[src/rtl/core/utf8d_pkg.sv]
package utf8d_pkg;

  localparam int unsigned CpW = 21;

  localparam logic [CpW-1:0] Replacement = 21'h00FFFD;
  localparam logic [CpW-1:0] MinTwo      = 21'h000080;
  localparam logic [CpW-1:0] MinThree    = 21'h000800;
  localparam logic [CpW-1:0] MinFour     = 21'h010000;
  localparam logic [CpW-1:0] SurrLo      = 21'h00D800;
  localparam logic [CpW-1:0] SurrHi      = 21'h00DFFF;
  localparam logic [CpW-1:0] MaxScalar   = 21'h10FFFF;

  // Sequence length codes
  localparam logic [2:0] LenNone  = 3'd0;
  localparam logic [2:0] LenTwo   = 3'd2;
  localparam logic [2:0] LenThree = 3'd3;
  localparam logic [2:0] LenFour  = 3'd4;

  // One run of results caused by one input word: replacements before the
  // main result, the main result itself (optional), replacements after it.
  typedef struct packed {
    logic [2:0]     count;
    logic           has_main;
    logic [1:0]     main_idx;
    logic [CpW-1:0] main_cp;
    logic           main_rep;
    logic           eot;
  } run_t;

endpackage

[src/rtl/core/utf8d_if.sv]
interface utf8d_byte_if;
  logic       valid;
  logic       ready;
  logic [7:0] data_byte;
  logic       end_of_text;

  modport source (output valid, output data_byte, output end_of_text, input ready);
  modport sink   (input valid, input data_byte, input end_of_text, output ready);
endinterface

interface utf8d_cp_if;
  logic        valid;
  logic        ready;
  logic [20:0] code_point;
  logic        replaced;
  logic        run_last;
  logic        text_last;

  modport source (output valid, output code_point, output replaced, output run_last,
                  output text_last, input ready);
  modport sink   (input valid, input code_point, input replaced, input run_last,
                  input text_last, output ready);
endinterface

[src/rtl/core/utf8_stream_decoder_core.sv]
// The first code point of a byte passes through the run queue and then the output register.
// Throughput: one byte per cycle while each byte gives at most one code point and the
// output does not stall; a byte that gives n code points (n up to 4) sends them out one
// by one, the run queue absorbing the difference until it fills and the input stalls.
// Reset: asynchronous, active low; clears sequence state, queue and output valid.
module utf8_stream_decoder_core
  import utf8d_pkg::*;
#(
  parameter int unsigned QueueDepth = 2
) (
  input  logic           clk_i,
  input  logic           rst_ni,
  utf8d_byte_if.sink     byte_i,
  utf8d_cp_if.source     cp_o
);

  logic q_full;
  logic q_push;
  logic q_pop;
  logic q_valid;
  run_t run_in;
  run_t run_out;

  // Accept and classify words
  utf8d_front u_front (
    .clk_i         (clk_i),
    .rst_ni        (rst_ni),
    .in_valid_i    (byte_i.valid),
    .data_byte_i   (byte_i.data_byte),
    .end_of_text_i (byte_i.end_of_text),
    .in_ready_o    (byte_i.ready),
    .q_full_i      (q_full),
    .q_push_o      (q_push),
    .q_run_o       (run_in)
  );

  // Buffer runs between the two sides
  utf8d_queue #(
    .Depth (QueueDepth)
  ) u_queue (
    .clk_i   (clk_i),
    .rst_ni  (rst_ni),
    .push_i  (q_push),
    .run_i   (run_in),
    .full_o  (q_full),
    .pop_i   (q_pop),
    .valid_o (q_valid),
    .run_o   (run_out)
  );

  // Expand runs into output words
  utf8d_back u_back (
    .clk_i        (clk_i),
    .rst_ni       (rst_ni),
    .q_valid_i    (q_valid),
    .q_run_i      (run_out),
    .q_pop_o      (q_pop),
    .out_valid_o  (cp_o.valid),
    .out_ready_i  (cp_o.ready),
    .code_point_o (cp_o.code_point),
    .replaced_o   (cp_o.replaced),
    .run_last_o   (cp_o.run_last),
    .text_last_o  (cp_o.text_last)
  );

endmodule

[src/rtl/core/utf8d_front.sv]
module utf8d_front
  import utf8d_pkg::*;
(
  input  logic       clk_i,
  input  logic       rst_ni,
  input  logic       in_valid_i,
  input  logic [7:0] data_byte_i,
  input  logic       end_of_text_i,
  output logic       in_ready_o,
  input  logic       q_full_i,
  output logic       q_push_o,
  output run_t       q_run_o
);

  logic [7:0]  held_q [3];
  logic [1:0]  held_cnt_q, held_cnt_d;
  logic [2:0]  exp_len_q, exp_len_d;

  logic        accept;
  logic        open_seq;
  logic        is_cont;
  logic        is_ascii;
  logic [2:0]  lead_len;
  logic [1:0]  pre_cnt;
  logic [1:0]  post_cnt;
  logic        has_main;
  logic [CpW-1:0] main_cp;
  logic        main_rep;
  logic        wr_held;
  logic [1:0]  wr_idx;
  logic [CpW-1:0] seq_val;
  logic        seq_ok;
  logic        seq_done;

  assign in_ready_o = !q_full_i;
  assign accept     = in_valid_i && in_ready_o;
  assign open_seq   = held_cnt_q != 2'd0;
  assign is_cont    = data_byte_i[7:6] == 2'b10;
  assign is_ascii   = !data_byte_i[7];
  assign seq_done   = ({1'b0, held_cnt_q} + 3'd1) >= exp_len_q;

  // Classify a lead word
  always_comb begin
    if (data_byte_i[7:5] == 3'b110) begin
      lead_len = LenTwo;
    end else if (data_byte_i[7:4] == 4'b1110) begin
      lead_len = LenThree;
    end else if (data_byte_i[7:3] == 5'b11110) begin
      lead_len = LenFour;
    end else begin
      lead_len = LenNone;
    end
  end

  // Assemble and check a completed sequence
  always_comb begin
    unique case (exp_len_q)
      LenTwo:   seq_val = {10'd0, held_q[0][4:0], data_byte_i[5:0]};
      LenThree: seq_val = {5'd0, held_q[0][3:0], held_q[1][5:0], data_byte_i[5:0]};
      default:  seq_val = {held_q[0][2:0], held_q[1][5:0], held_q[2][5:0],
                           data_byte_i[5:0]};
    endcase
    unique case (exp_len_q)
      LenTwo:   seq_ok = seq_val >= MinTwo;
      LenThree: seq_ok = (seq_val >= MinThree) && ((seq_val < SurrLo) || (seq_val > SurrHi));
      default:  seq_ok = (seq_val >= MinFour) && (seq_val <= MaxScalar);
    endcase
  end

  // Decode one word into a run and the next sequence state
  always_comb begin
    held_cnt_d = held_cnt_q;
    exp_len_d  = exp_len_q;
    pre_cnt    = 2'd0;
    has_main   = 1'b0;
    main_cp    = Replacement;
    main_rep   = 1'b1;
    wr_held    = 1'b0;
    wr_idx     = held_cnt_q;

    if (open_seq && is_cont) begin
      if (seq_done) begin
        has_main   = 1'b1;
        main_cp    = seq_ok ? seq_val : Replacement;
        main_rep   = !seq_ok;
        held_cnt_d = 2'd0;
        exp_len_d  = LenNone;
      end else begin
        wr_held    = 1'b1;
        held_cnt_d = held_cnt_q + 2'd1;
      end
    end else begin
      // drop a broken sequence, then handle the word as a fresh one
      pre_cnt    = open_seq ? held_cnt_q : 2'd0;
      held_cnt_d = 2'd0;
      exp_len_d  = LenNone;
      if (is_ascii) begin
        has_main = 1'b1;
        main_cp  = {13'd0, data_byte_i};
        main_rep = 1'b0;
      end else if (lead_len != LenNone) begin
        wr_held    = 1'b1;
        wr_idx     = 2'd0;
        held_cnt_d = 2'd1;
        exp_len_d  = lead_len;
      end else begin
        has_main = 1'b1;
      end
    end

    // flush whatever is still open at end of text
    post_cnt = end_of_text_i ? held_cnt_d : 2'd0;
    if (end_of_text_i) begin
      held_cnt_d = 2'd0;
      exp_len_d  = LenNone;
    end

    q_run_o.count    = {1'b0, pre_cnt} + {2'b0, has_main} + {1'b0, post_cnt};
    q_run_o.has_main = has_main;
    q_run_o.main_idx = pre_cnt;
    q_run_o.main_cp  = main_cp;
    q_run_o.main_rep = main_rep;
    q_run_o.eot      = end_of_text_i;
  end

  assign q_push_o = accept && (q_run_o.count != 3'd0);

  // Advance sequence state
  always_ff @(posedge clk_i or negedge rst_ni) begin
    if (!rst_ni) begin
      held_cnt_q <= 2'd0;
      exp_len_q  <= LenNone;
    end else if (accept) begin
      held_cnt_q <= held_cnt_d;
      exp_len_q  <= exp_len_d;
    end
  end

  // Hold sequence words
  always_ff @(posedge clk_i) begin
    if (accept && wr_held) begin
      held_q[wr_idx] <= data_byte_i;
    end
  end

endmodule

[src/rtl/core/utf8d_queue.sv]
module utf8d_queue
  import utf8d_pkg::*;
#(
  parameter int unsigned Depth = 2
) (
  input  logic clk_i,
  input  logic rst_ni,
  input  logic push_i,
  input  run_t run_i,
  output logic full_o,
  input  logic pop_i,
  output logic valid_o,
  output run_t run_o
);

  localparam int unsigned PtrW = (Depth > 1) ? $clog2(Depth) : 1;
  localparam int unsigned CntW = $clog2(Depth + 1);

  run_t            mem_q [Depth];
  logic [PtrW-1:0] wr_ptr_q, rd_ptr_q;
  logic [CntW-1:0] cnt_q;
  logic            do_push, do_pop;

  assign full_o  = cnt_q == CntW'(Depth);
  assign valid_o = cnt_q != '0;
  assign run_o   = mem_q[rd_ptr_q];
  assign do_push = push_i && !full_o;
  assign do_pop  = pop_i && valid_o;

  // Store a run
  always_ff @(posedge clk_i) begin
    if (do_push) begin
      mem_q[wr_ptr_q] <= run_i;
    end
  end

  // Advance pointers and fill level
  always_ff @(posedge clk_i or negedge rst_ni) begin
    if (!rst_ni) begin
      wr_ptr_q <= '0;
      rd_ptr_q <= '0;
      cnt_q    <= '0;
    end else begin
      if (do_push) begin
        wr_ptr_q <= (wr_ptr_q == PtrW'(Depth - 1)) ? '0 : wr_ptr_q + 1'b1;
      end
      if (do_pop) begin
        rd_ptr_q <= (rd_ptr_q == PtrW'(Depth - 1)) ? '0 : rd_ptr_q + 1'b1;
      end
      if (do_push && !do_pop) begin
        cnt_q <= cnt_q + 1'b1;
      end else if (do_pop && !do_push) begin
        cnt_q <= cnt_q - 1'b1;
      end
    end
  end

endmodule

[src/rtl/core/utf8d_back.sv]
module utf8d_back
  import utf8d_pkg::*;
(
  input  logic           clk_i,
  input  logic           rst_ni,
  input  logic           q_valid_i,
  input  run_t           q_run_i,
  output logic           q_pop_o,
  output logic           out_valid_o,
  input  logic           out_ready_i,
  output logic [CpW-1:0] code_point_o,
  output logic           replaced_o,
  output logic           run_last_o,
  output logic           text_last_o
);

  logic [1:0]     idx_q;
  logic           vld_q;
  logic [CpW-1:0] cp_q;
  logic           rep_q, rlast_q, tlast_q;
  logic           load;
  logic           last_of_run;
  logic           is_main;

  assign load        = q_valid_i && (!vld_q || out_ready_i);
  assign last_of_run = {1'b0, idx_q} == (q_run_i.count - 3'd1);
  assign is_main     = q_run_i.has_main && (idx_q == q_run_i.main_idx);
  assign q_pop_o     = load && last_of_run;

  // Step through the run, one word per cycle while the output is not stalled
  always_ff @(posedge clk_i or negedge rst_ni) begin
    if (!rst_ni) begin
      idx_q <= 2'd0;
      vld_q <= 1'b0;
    end else begin
      if (load) begin
        idx_q <= last_of_run ? 2'd0 : idx_q + 2'd1;
      end
      if (load) begin
        vld_q <= 1'b1;
      end else if (out_ready_i) begin
        vld_q <= 1'b0;
      end
    end
  end

  // Hold the output word
  always_ff @(posedge clk_i) begin
    if (load) begin
      cp_q    <= is_main ? q_run_i.main_cp : Replacement;
      rep_q   <= is_main ? q_run_i.main_rep : 1'b1;
      rlast_q <= last_of_run;
      tlast_q <= last_of_run && q_run_i.eot;
    end
  end

  assign out_valid_o  = vld_q;
  assign code_point_o = cp_q;
  assign replaced_o   = rep_q;
  assign run_last_o   = rlast_q;
  assign text_last_o  = tlast_q;

endmodule

[src/flat_wrapper.sv]
// flat-port wrapper written by rule: the top's interface ports become plain ports
module utf8_stream_decoder_core_flat import utf8d_pkg::*;
#(
  parameter int unsigned QueueDepth = 2
)
  (clk_i, rst_ni, byte_i_valid, byte_i_data_byte, byte_i_end_of_text, byte_i_ready, cp_o_valid, cp_o_code_point, cp_o_replaced, cp_o_run_last, cp_o_text_last, cp_o_ready);
  utf8d_byte_if byte_i_i ();
  utf8d_cp_if cp_o_i ();
  input  logic clk_i;
  input  logic rst_ni;
  input wire logic [$bits(byte_i_i.valid)-1:0] byte_i_valid;
  input wire logic [$bits(byte_i_i.data_byte)-1:0] byte_i_data_byte;
  input wire logic [$bits(byte_i_i.end_of_text)-1:0] byte_i_end_of_text;
  output wire logic [$bits(byte_i_i.ready)-1:0] byte_i_ready;
  output wire logic [$bits(cp_o_i.valid)-1:0] cp_o_valid;
  output wire logic [$bits(cp_o_i.code_point)-1:0] cp_o_code_point;
  output wire logic [$bits(cp_o_i.replaced)-1:0] cp_o_replaced;
  output wire logic [$bits(cp_o_i.run_last)-1:0] cp_o_run_last;
  output wire logic [$bits(cp_o_i.text_last)-1:0] cp_o_text_last;
  input wire logic [$bits(cp_o_i.ready)-1:0] cp_o_ready;
  assign byte_i_i.valid = byte_i_valid;
  assign byte_i_i.data_byte = byte_i_data_byte;
  assign byte_i_i.end_of_text = byte_i_end_of_text;
  assign byte_i_ready = byte_i_i.ready;
  assign cp_o_valid = cp_o_i.valid;
  assign cp_o_code_point = cp_o_i.code_point;
  assign cp_o_replaced = cp_o_i.replaced;
  assign cp_o_run_last = cp_o_i.run_last;
  assign cp_o_text_last = cp_o_i.text_last;
  assign cp_o_i.ready = cp_o_ready;
  utf8_stream_decoder_core #(.QueueDepth(QueueDepth)) u_core (.clk_i(clk_i), .rst_ni(rst_ni), .byte_i(byte_i_i), .cp_o(cp_o_i));
endmodule
[config.mk]
export PLATFORM = sky130hd
export DESIGN_NAME = utf8_stream_decoder_core_flat
export DESIGN_NICKNAME = d
export VERILOG_FILES = /design/src/rtl/core/utf8d_pkg.sv /design/src/rtl/core/utf8d_if.sv /design/src/rtl/core/utf8_stream_decoder_core.sv /design/src/rtl/core/utf8d_front.sv /design/src/rtl/core/utf8d_queue.sv /design/src/rtl/core/utf8d_back.sv /design/src/flat_wrapper.sv
export SDC_FILE = /design/constraint.sdc
export NUM_CORES = 1
export LEC_CHECK = 0
export ABC_CLOCK_PERIOD_IN_PS = 13000
export BUFFER_PORTS_ARGS = -buffer_cell sky130_fd_sc_hd__buf_2
export CELL_PAD_IN_SITES_DETAIL_PLACEMENT = 0
export CELL_PAD_IN_SITES_GLOBAL_PLACEMENT = 2
export CORE_MARGIN = 2
export CORE_UTILIZATION = 46
export DETAILED_ROUTE_END_ITERATION = 12
export PLACE_DENSITY = 0.95
export SLEW_MARGIN = 30
export SYNTH_ARGS = -nofsm -noshare
export SYNTH_HDL_FRONTEND = slang
export SYNTH_SLANG_ARGS = --single-unit
[constraint.sdc]
create_clock -name clk_i -period 13 [get_ports clk_i]
set_input_delay 0 -clock clk_i [delete_from_list [all_inputs] [get_ports clk_i]]
set_output_delay 0 -clock clk_i [all_outputs]
set_load 0.01 [all_outputs]
; Word-level counts from Yosys, hierarchy flattened
; Memory sizes are Yosys's and may differ from the RTL's.
; Cells that the tools add are included.
[totals]
regBits = 36
ramBits = 82
input_bits = 13
output_inout_bits = 26
word_cells = 115
n_memories = 2
[op_classes]
addsub = 10
n_lt_le_gt_ge = 7
n_eq_ne = 10
muxes = 47
n_reduce_logical = 28
[mem_list]
columns = memory, depth, width, rd, rd_clocked_by_memory_dff, write_ports, line_no
row1 = u_core.u_queue.mem_q, 2, 29, 1, 0, 1, utf8d_queue.sv:19  ; run_t mem_q [Depth];
row2 = u_core.u_front.held_q, 3, 8, 3, 0, 1, utf8d_front.sv:15  ; logic [7:0] held_q [3];
[ops]
columns = cell, count
row1 = $mux W21, 3
row2 = $pmux W21 S2, 1
row3 = $mux W2, 12
row4 = $mux W3, 8
row5 = $ge A21 B12 Y1 const B, 1
row6 = $ge A21 B17 Y1 const B, 1
row7 = $ge A21 B8 Y1 const B, 1
row8 = $gt A21 B16 Y1 const B, 1
row9 = $le A21 B21 Y1 const B, 1
row10 = $lt A21 B16 Y1 const B, 1
row11 = $mux W1, 21
row12 = $mux W16, 1
row13 = $logic_and A1 B1 Y1, 14
row14 = $reduce_bool A2 Y1, 4
row15 = $add A2 B1 Y2 const B, 3
row16 = $eq A3 B2 Y1 const B, 2
row17 = $reduce_bool A3 Y1, 2
row18 = $eq A5 B5 Y1 const B, 1
row19 = $logic_not A1 Y1, 5
row20 = $eq A2 B2 Y1 const B, 2
row21 = $eq A4 B4 Y1 const B, 1
row22 = $add A2 B1 Y3, 1
row23 = $add A2 B1 Y3 const B, 1
row24 = $add A3 B2 Y3, 1
row25 = other kinds (11), 13

; Longest topological paths before layout
[logic_depth]
depth_word = 17
mapped_depth = 17
ltp_nobuf = 17

; Modules after synthesis
; Synthesis repeated with hierarchy kept, for this count alone.
[hier_totals]
cells_unflattened = 375
hier_area_um2 = 5148.7
[modules_own_cells]
columns = module, instances, cells_each, area_each_um2, seq_area_each_um2
row1 = utf8d_queue, 1, 109, 2309.7, 1841.8
row2 = utf8d_front, 1, 188, 1736.7, 635.6
row3 = utf8d_back, 1, 78, 1102.3, 795.8

; Least setup slack after synthesis
; OpenSTA, ideal clock, no wires.
[synth_path]
path_type = register to register
startpoint = reg u_core.u_front.held_cnt_q[0]
endpoint = mem u_core.u_queue.mem_q[0][0] in the netlist's numbering (enable)
setup_time_ns = 0.415
arrival_time_ns = 4.042
required_ns = 12.585
path_slack_ns = 8.543
path_stages_with_launch = 13
n_path_buf = 0
period_less_slack_ns = 4.457
path_cell_list = dfrtp_1 > inv_1 > ha_1 > ha_1 > a311oi_1 > nor2_1 > a21oi_1 > and2_1 > fa_1 > fa_1 > nor3_1 > nand2b_1 > nor2_1
[synth_rtl]
columns = element, line_no
row1 = from (decl), utf8d_front.sv:16  ; logic [1:0] held_cnt_q, held_cnt_d;
row2 = from (signal assigned), utf8d_front.sv:134  ; held_cnt_q <= held_cnt_d;
row3 = to (decl), utf8d_queue.sv:19

==> metrics.md <==
| Metric | Value |
|---|---|
| Status | `completed` |
| Initial antenna violation count | `0` |
| FFs w/ async S/R, synth | `0.108` |
| Die area | `0.0110 mm^2` |
| Pleak | `1.92 nW` |
| YS warnings | `0` |
| Starting density of the core | `0.478` |
| Final setup viols | `0` |
| Dpl ws | `8940 ps` |
| Slew at the pin closest to its max-slew limit | `923 ps` |
| R2R setup slack | `8930 ps` |
| Die width | `105 um` |
| Critical path data required time | `13090 ps` |
| Total core area | `0.00982 mm^2` |
| Hold WC Path Type | `input pin to asynchronous set/reset pin` |
| Crit Path Category | `flop to flop` |
| EDFF count, synth | `99` |
| RSZ-0062 raised after global routing | `no` |
| Top post-synthesis cells by area | `edfxtp_1, mux2i_1, dfrtp_1` |
| Final Skew | `13.8 ps` |
| # fillers | `821` |
| Pins Over Slew Limit | `0` |
| Final period util | `0.313` |
| Routed length per instance | `15.8 um` |
| First-pass GRT wire length | `13.1 mm` |
| Grt ovf | `0` |
| Rows | `36` |
| Via count | `2610` |
| RR Endpoint | `u_core.u_queue.mem_q[1][13]` |
| DR iter-0 viols | `134` |
| Synth area leader | `edfxtp_1` |
| Mapped Area | `0.00470 mm^2` |
| Largest net degree at the start of global routing | `31` |
| Worst relative slew slack | `0.380` |
| Hpwl dp | `5.49 mm` |
| Worst setup EP type | `flop` |
| Syn nets | `340` |
| H-tree depth | `3` |
| Synthesis-to-finish area growth | `13.7%` |
| Post-route DRC | `0` |
| Total wire length | `8.04 mm` |
| Main flop type after synthesis | `edfxtp_1` |
| Pwr Density | `181 mW/mm^2` |
| Final Hold Viols | `0` |
| CTS clk-pin slew, worst paths | `110 ps` |
| Die H | `105 um` |
| Multi-input logic area | `0.00135 mm^2` |
| Critical Path AT | `4170 ps` |
| Syn avg cell area | `14.8 um^2` |
| Sum Neg Setup Slack | `0 ps` |
| Synth Instances | `318` |
| Drt first pass iters | `4` |
| Final instance area | `0.00534 mm^2` |
| Clock Latency Late Sink | `370 ps` |
| Fin util | `0.544` |
| Tmin final | `4070 ps` |
| Diode count | `0` |
| Share of the yosys chip area belonging to registers | `0.697` |
| Max IR drop VDD | `0.0825 mV` |
| Final net count | `393` |
| Synthesis-stage register bit count | `111` |
| DRT antenna net count | `0` |
| RD Place Congestion | `0.824` |
| Clock root cell | `clkbuf_8` |
| R2r startpoint | `u_core.u_front.held_cnt_q[0]` |
| Sink Count | `111` |
| Worst-path fanout max | `29` |
| Hold_ws | `28.8 ps` |
| CTS tree | `built` |
| Top cell type's share of synthesized area | `0.633` |
| # IOs | `39` |
| Share of layout cells above drive strength 1 | `0.194` |
| Worst setup slack after layout | `8930 ps` |
| Distinct cells, synth | `45` |
| Num CTS Buffers | `9` |
| DP Area | `0.00505 mm^2` |
| Clk buf depth | `2` |
| PortBufs | `38` |
| Max_cap viols | `0` |
| Postcts setup bufs | `0` |
| Storage element area | `0.00327 mm^2` |
| Worst setup SP type | `flop` |
| Cells on worst reg2reg path | `15` |
| Vias in the first global route | `2649` |
| Fmax | `245 MHz` |
| GRT Util Overall | `0.155` |
| Vias per cell | `5.13` |
==> layout make-up <==
type                    count  area share
repair buffers             53      0.0609
inverters                   8     0.00562
multi-input cells         188       0.253
clock buffers               9      0.0232
flip-flops and latches    111       0.613
clock inverters             7      0.0138
well taps                 133      0.0312
==> synth_stat cells (4+ instances only) <==
master	count
nand2_1	35
nand2b_1	7
o21ai_0	8
edfxtp_1	99
and3_1	7
nor3_1	9
inv_1	7
mux2i_1	32
a21oi_1	12
and2_1	4
xor2_1	4
clkbuf_1	5
xnor2_1	7
ha_1	7
nor2b_1	8
dfrtp_1	12
buf_2	4
nor2_1	7
mux2_2	7
o21bai_1	6
==> power by group <==
part           total [mW]  switching, mW  internal [mW]
clock network       0.200          0.124         0.0758
logic               0.263          0.157          0.105
registers           0.506         0.0270          0.479
==> worst max path at each step <==
stage                                       startpoint  slack [ps]  depth (start not counted)                           to
after detailed placement  u_core.u_front.held_cnt_q[0]        8940                         15  u_core.u_queue.mem_q[1][10]
final                     u_core.u_front.held_cnt_q[0]        8930                         15  u_core.u_queue.mem_q[1][13]
after global routing      u_core.u_front.held_cnt_q[0]        8610                         17      u_core.u_queue.cnt_q[1]
after CTS                 u_core.u_front.held_cnt_q[0]        8920                         15  u_core.u_queue.mem_q[1][23]
after floorplan           u_core.u_front.held_cnt_q[0]        8540                         12   u_core.u_queue.mem_q[0][0]
after global placement    u_core.u_front.held_cnt_q[0]        9130                         14  u_core.u_queue.mem_q[1][10]
==> metal layers <==
metal,global-route usage,share of wire
met1,0.206,0.46
met2,0.250,0.47
met3,0.0274,0.048
met4,0.0676,0.024
met5,0,0
==> layout by cell type, fill, tap and decap left out, types with 2 or more instances in the layout <==
master / n
o21bai_1: 6
nand2_1: 35
nor2_1: 6
fa_1: 2
buf_4: 6
and3_1: 7
clkbuf_8: 9
inv_1: 7
and2_1: 4
mux2_2: 7
xnor2_1: 7
nand2b_1: 7
edfxtp_1: 99
a21oi_1: 11
mux2i_1: 32
buf_2: 38
nor2b_1: 8
or3_1: 2
nor4_1: 3
ha_1: 7
inv_8: 2
dfrtp_1: 12
o21ai_0: 8
a31oi_1: 3
xor2_1: 4
dlygate4sd3_1: 9
nor3_1: 9
clkinv_4: 3
==> flip-flops by register name, indices dropped and copies added, names as in the netlist <==
register and count:
u_core.u_back.idx_q 2, u_core.u_back.code_point_o 21, u_core.u_back.replaced_o 1, u_core.u_queue.rd_ptr_q 1
u_core.u_back.text_last_o 1, u_core.u_queue.wr_ptr_q 1, u_core.u_front.held_q 17, u_core.u_front.held_cnt_q 2
u_core.u_queue.cnt_q 2, u_core.u_back.run_last_o 1, u_core.u_queue.mem_q 58, u_core.u_back.out_valid_o 1
u_core.u_front.exp_len_q 3
==> worst max-delay path: stages (launching register included) <==
cell and delay [ps]:
dfrtp_1 440, inv_1 120, ha_1 350, ha_1 190, a21o_1 190, a311oi_1 440, nor2_1 180, a21oi_1 190
and2_1 170, fa_1 190, fa_1 450, nor3_1 210, nand2b_1 210, inv_1 70, and2_1 150, buf_4 240
==> metrics by stage <==
stage,power (mW),std cells
after floorplan,0.701,318
after global placement,0.766,484
after detailed placement,0.779,484
after CTS,0.978,509
after global routing,1.02,509
final,0.969,509
==> logic make-up after synthesis <==
group                    share of synthesized area
flip-flops                                   0.697
AND/OR/NAND/NOR                             0.0965
AO/OA/AOI/OAI                               0.0568
multiplexers                                0.0850
buffers and inverters                       0.0171
XOR/XNOR                                    0.0205
adder cells (fa/ha/maj)                     0.0272
==> repair_timing <==
action / 4_1_cts / 5_1_grt
setup endpoints to repair: 0 / 0
resized for setup: 0 / 0
hold buffers: 9 / 0
endpoints found under the hold margin: 34 / 0
(Power assumes the default switching activity.)
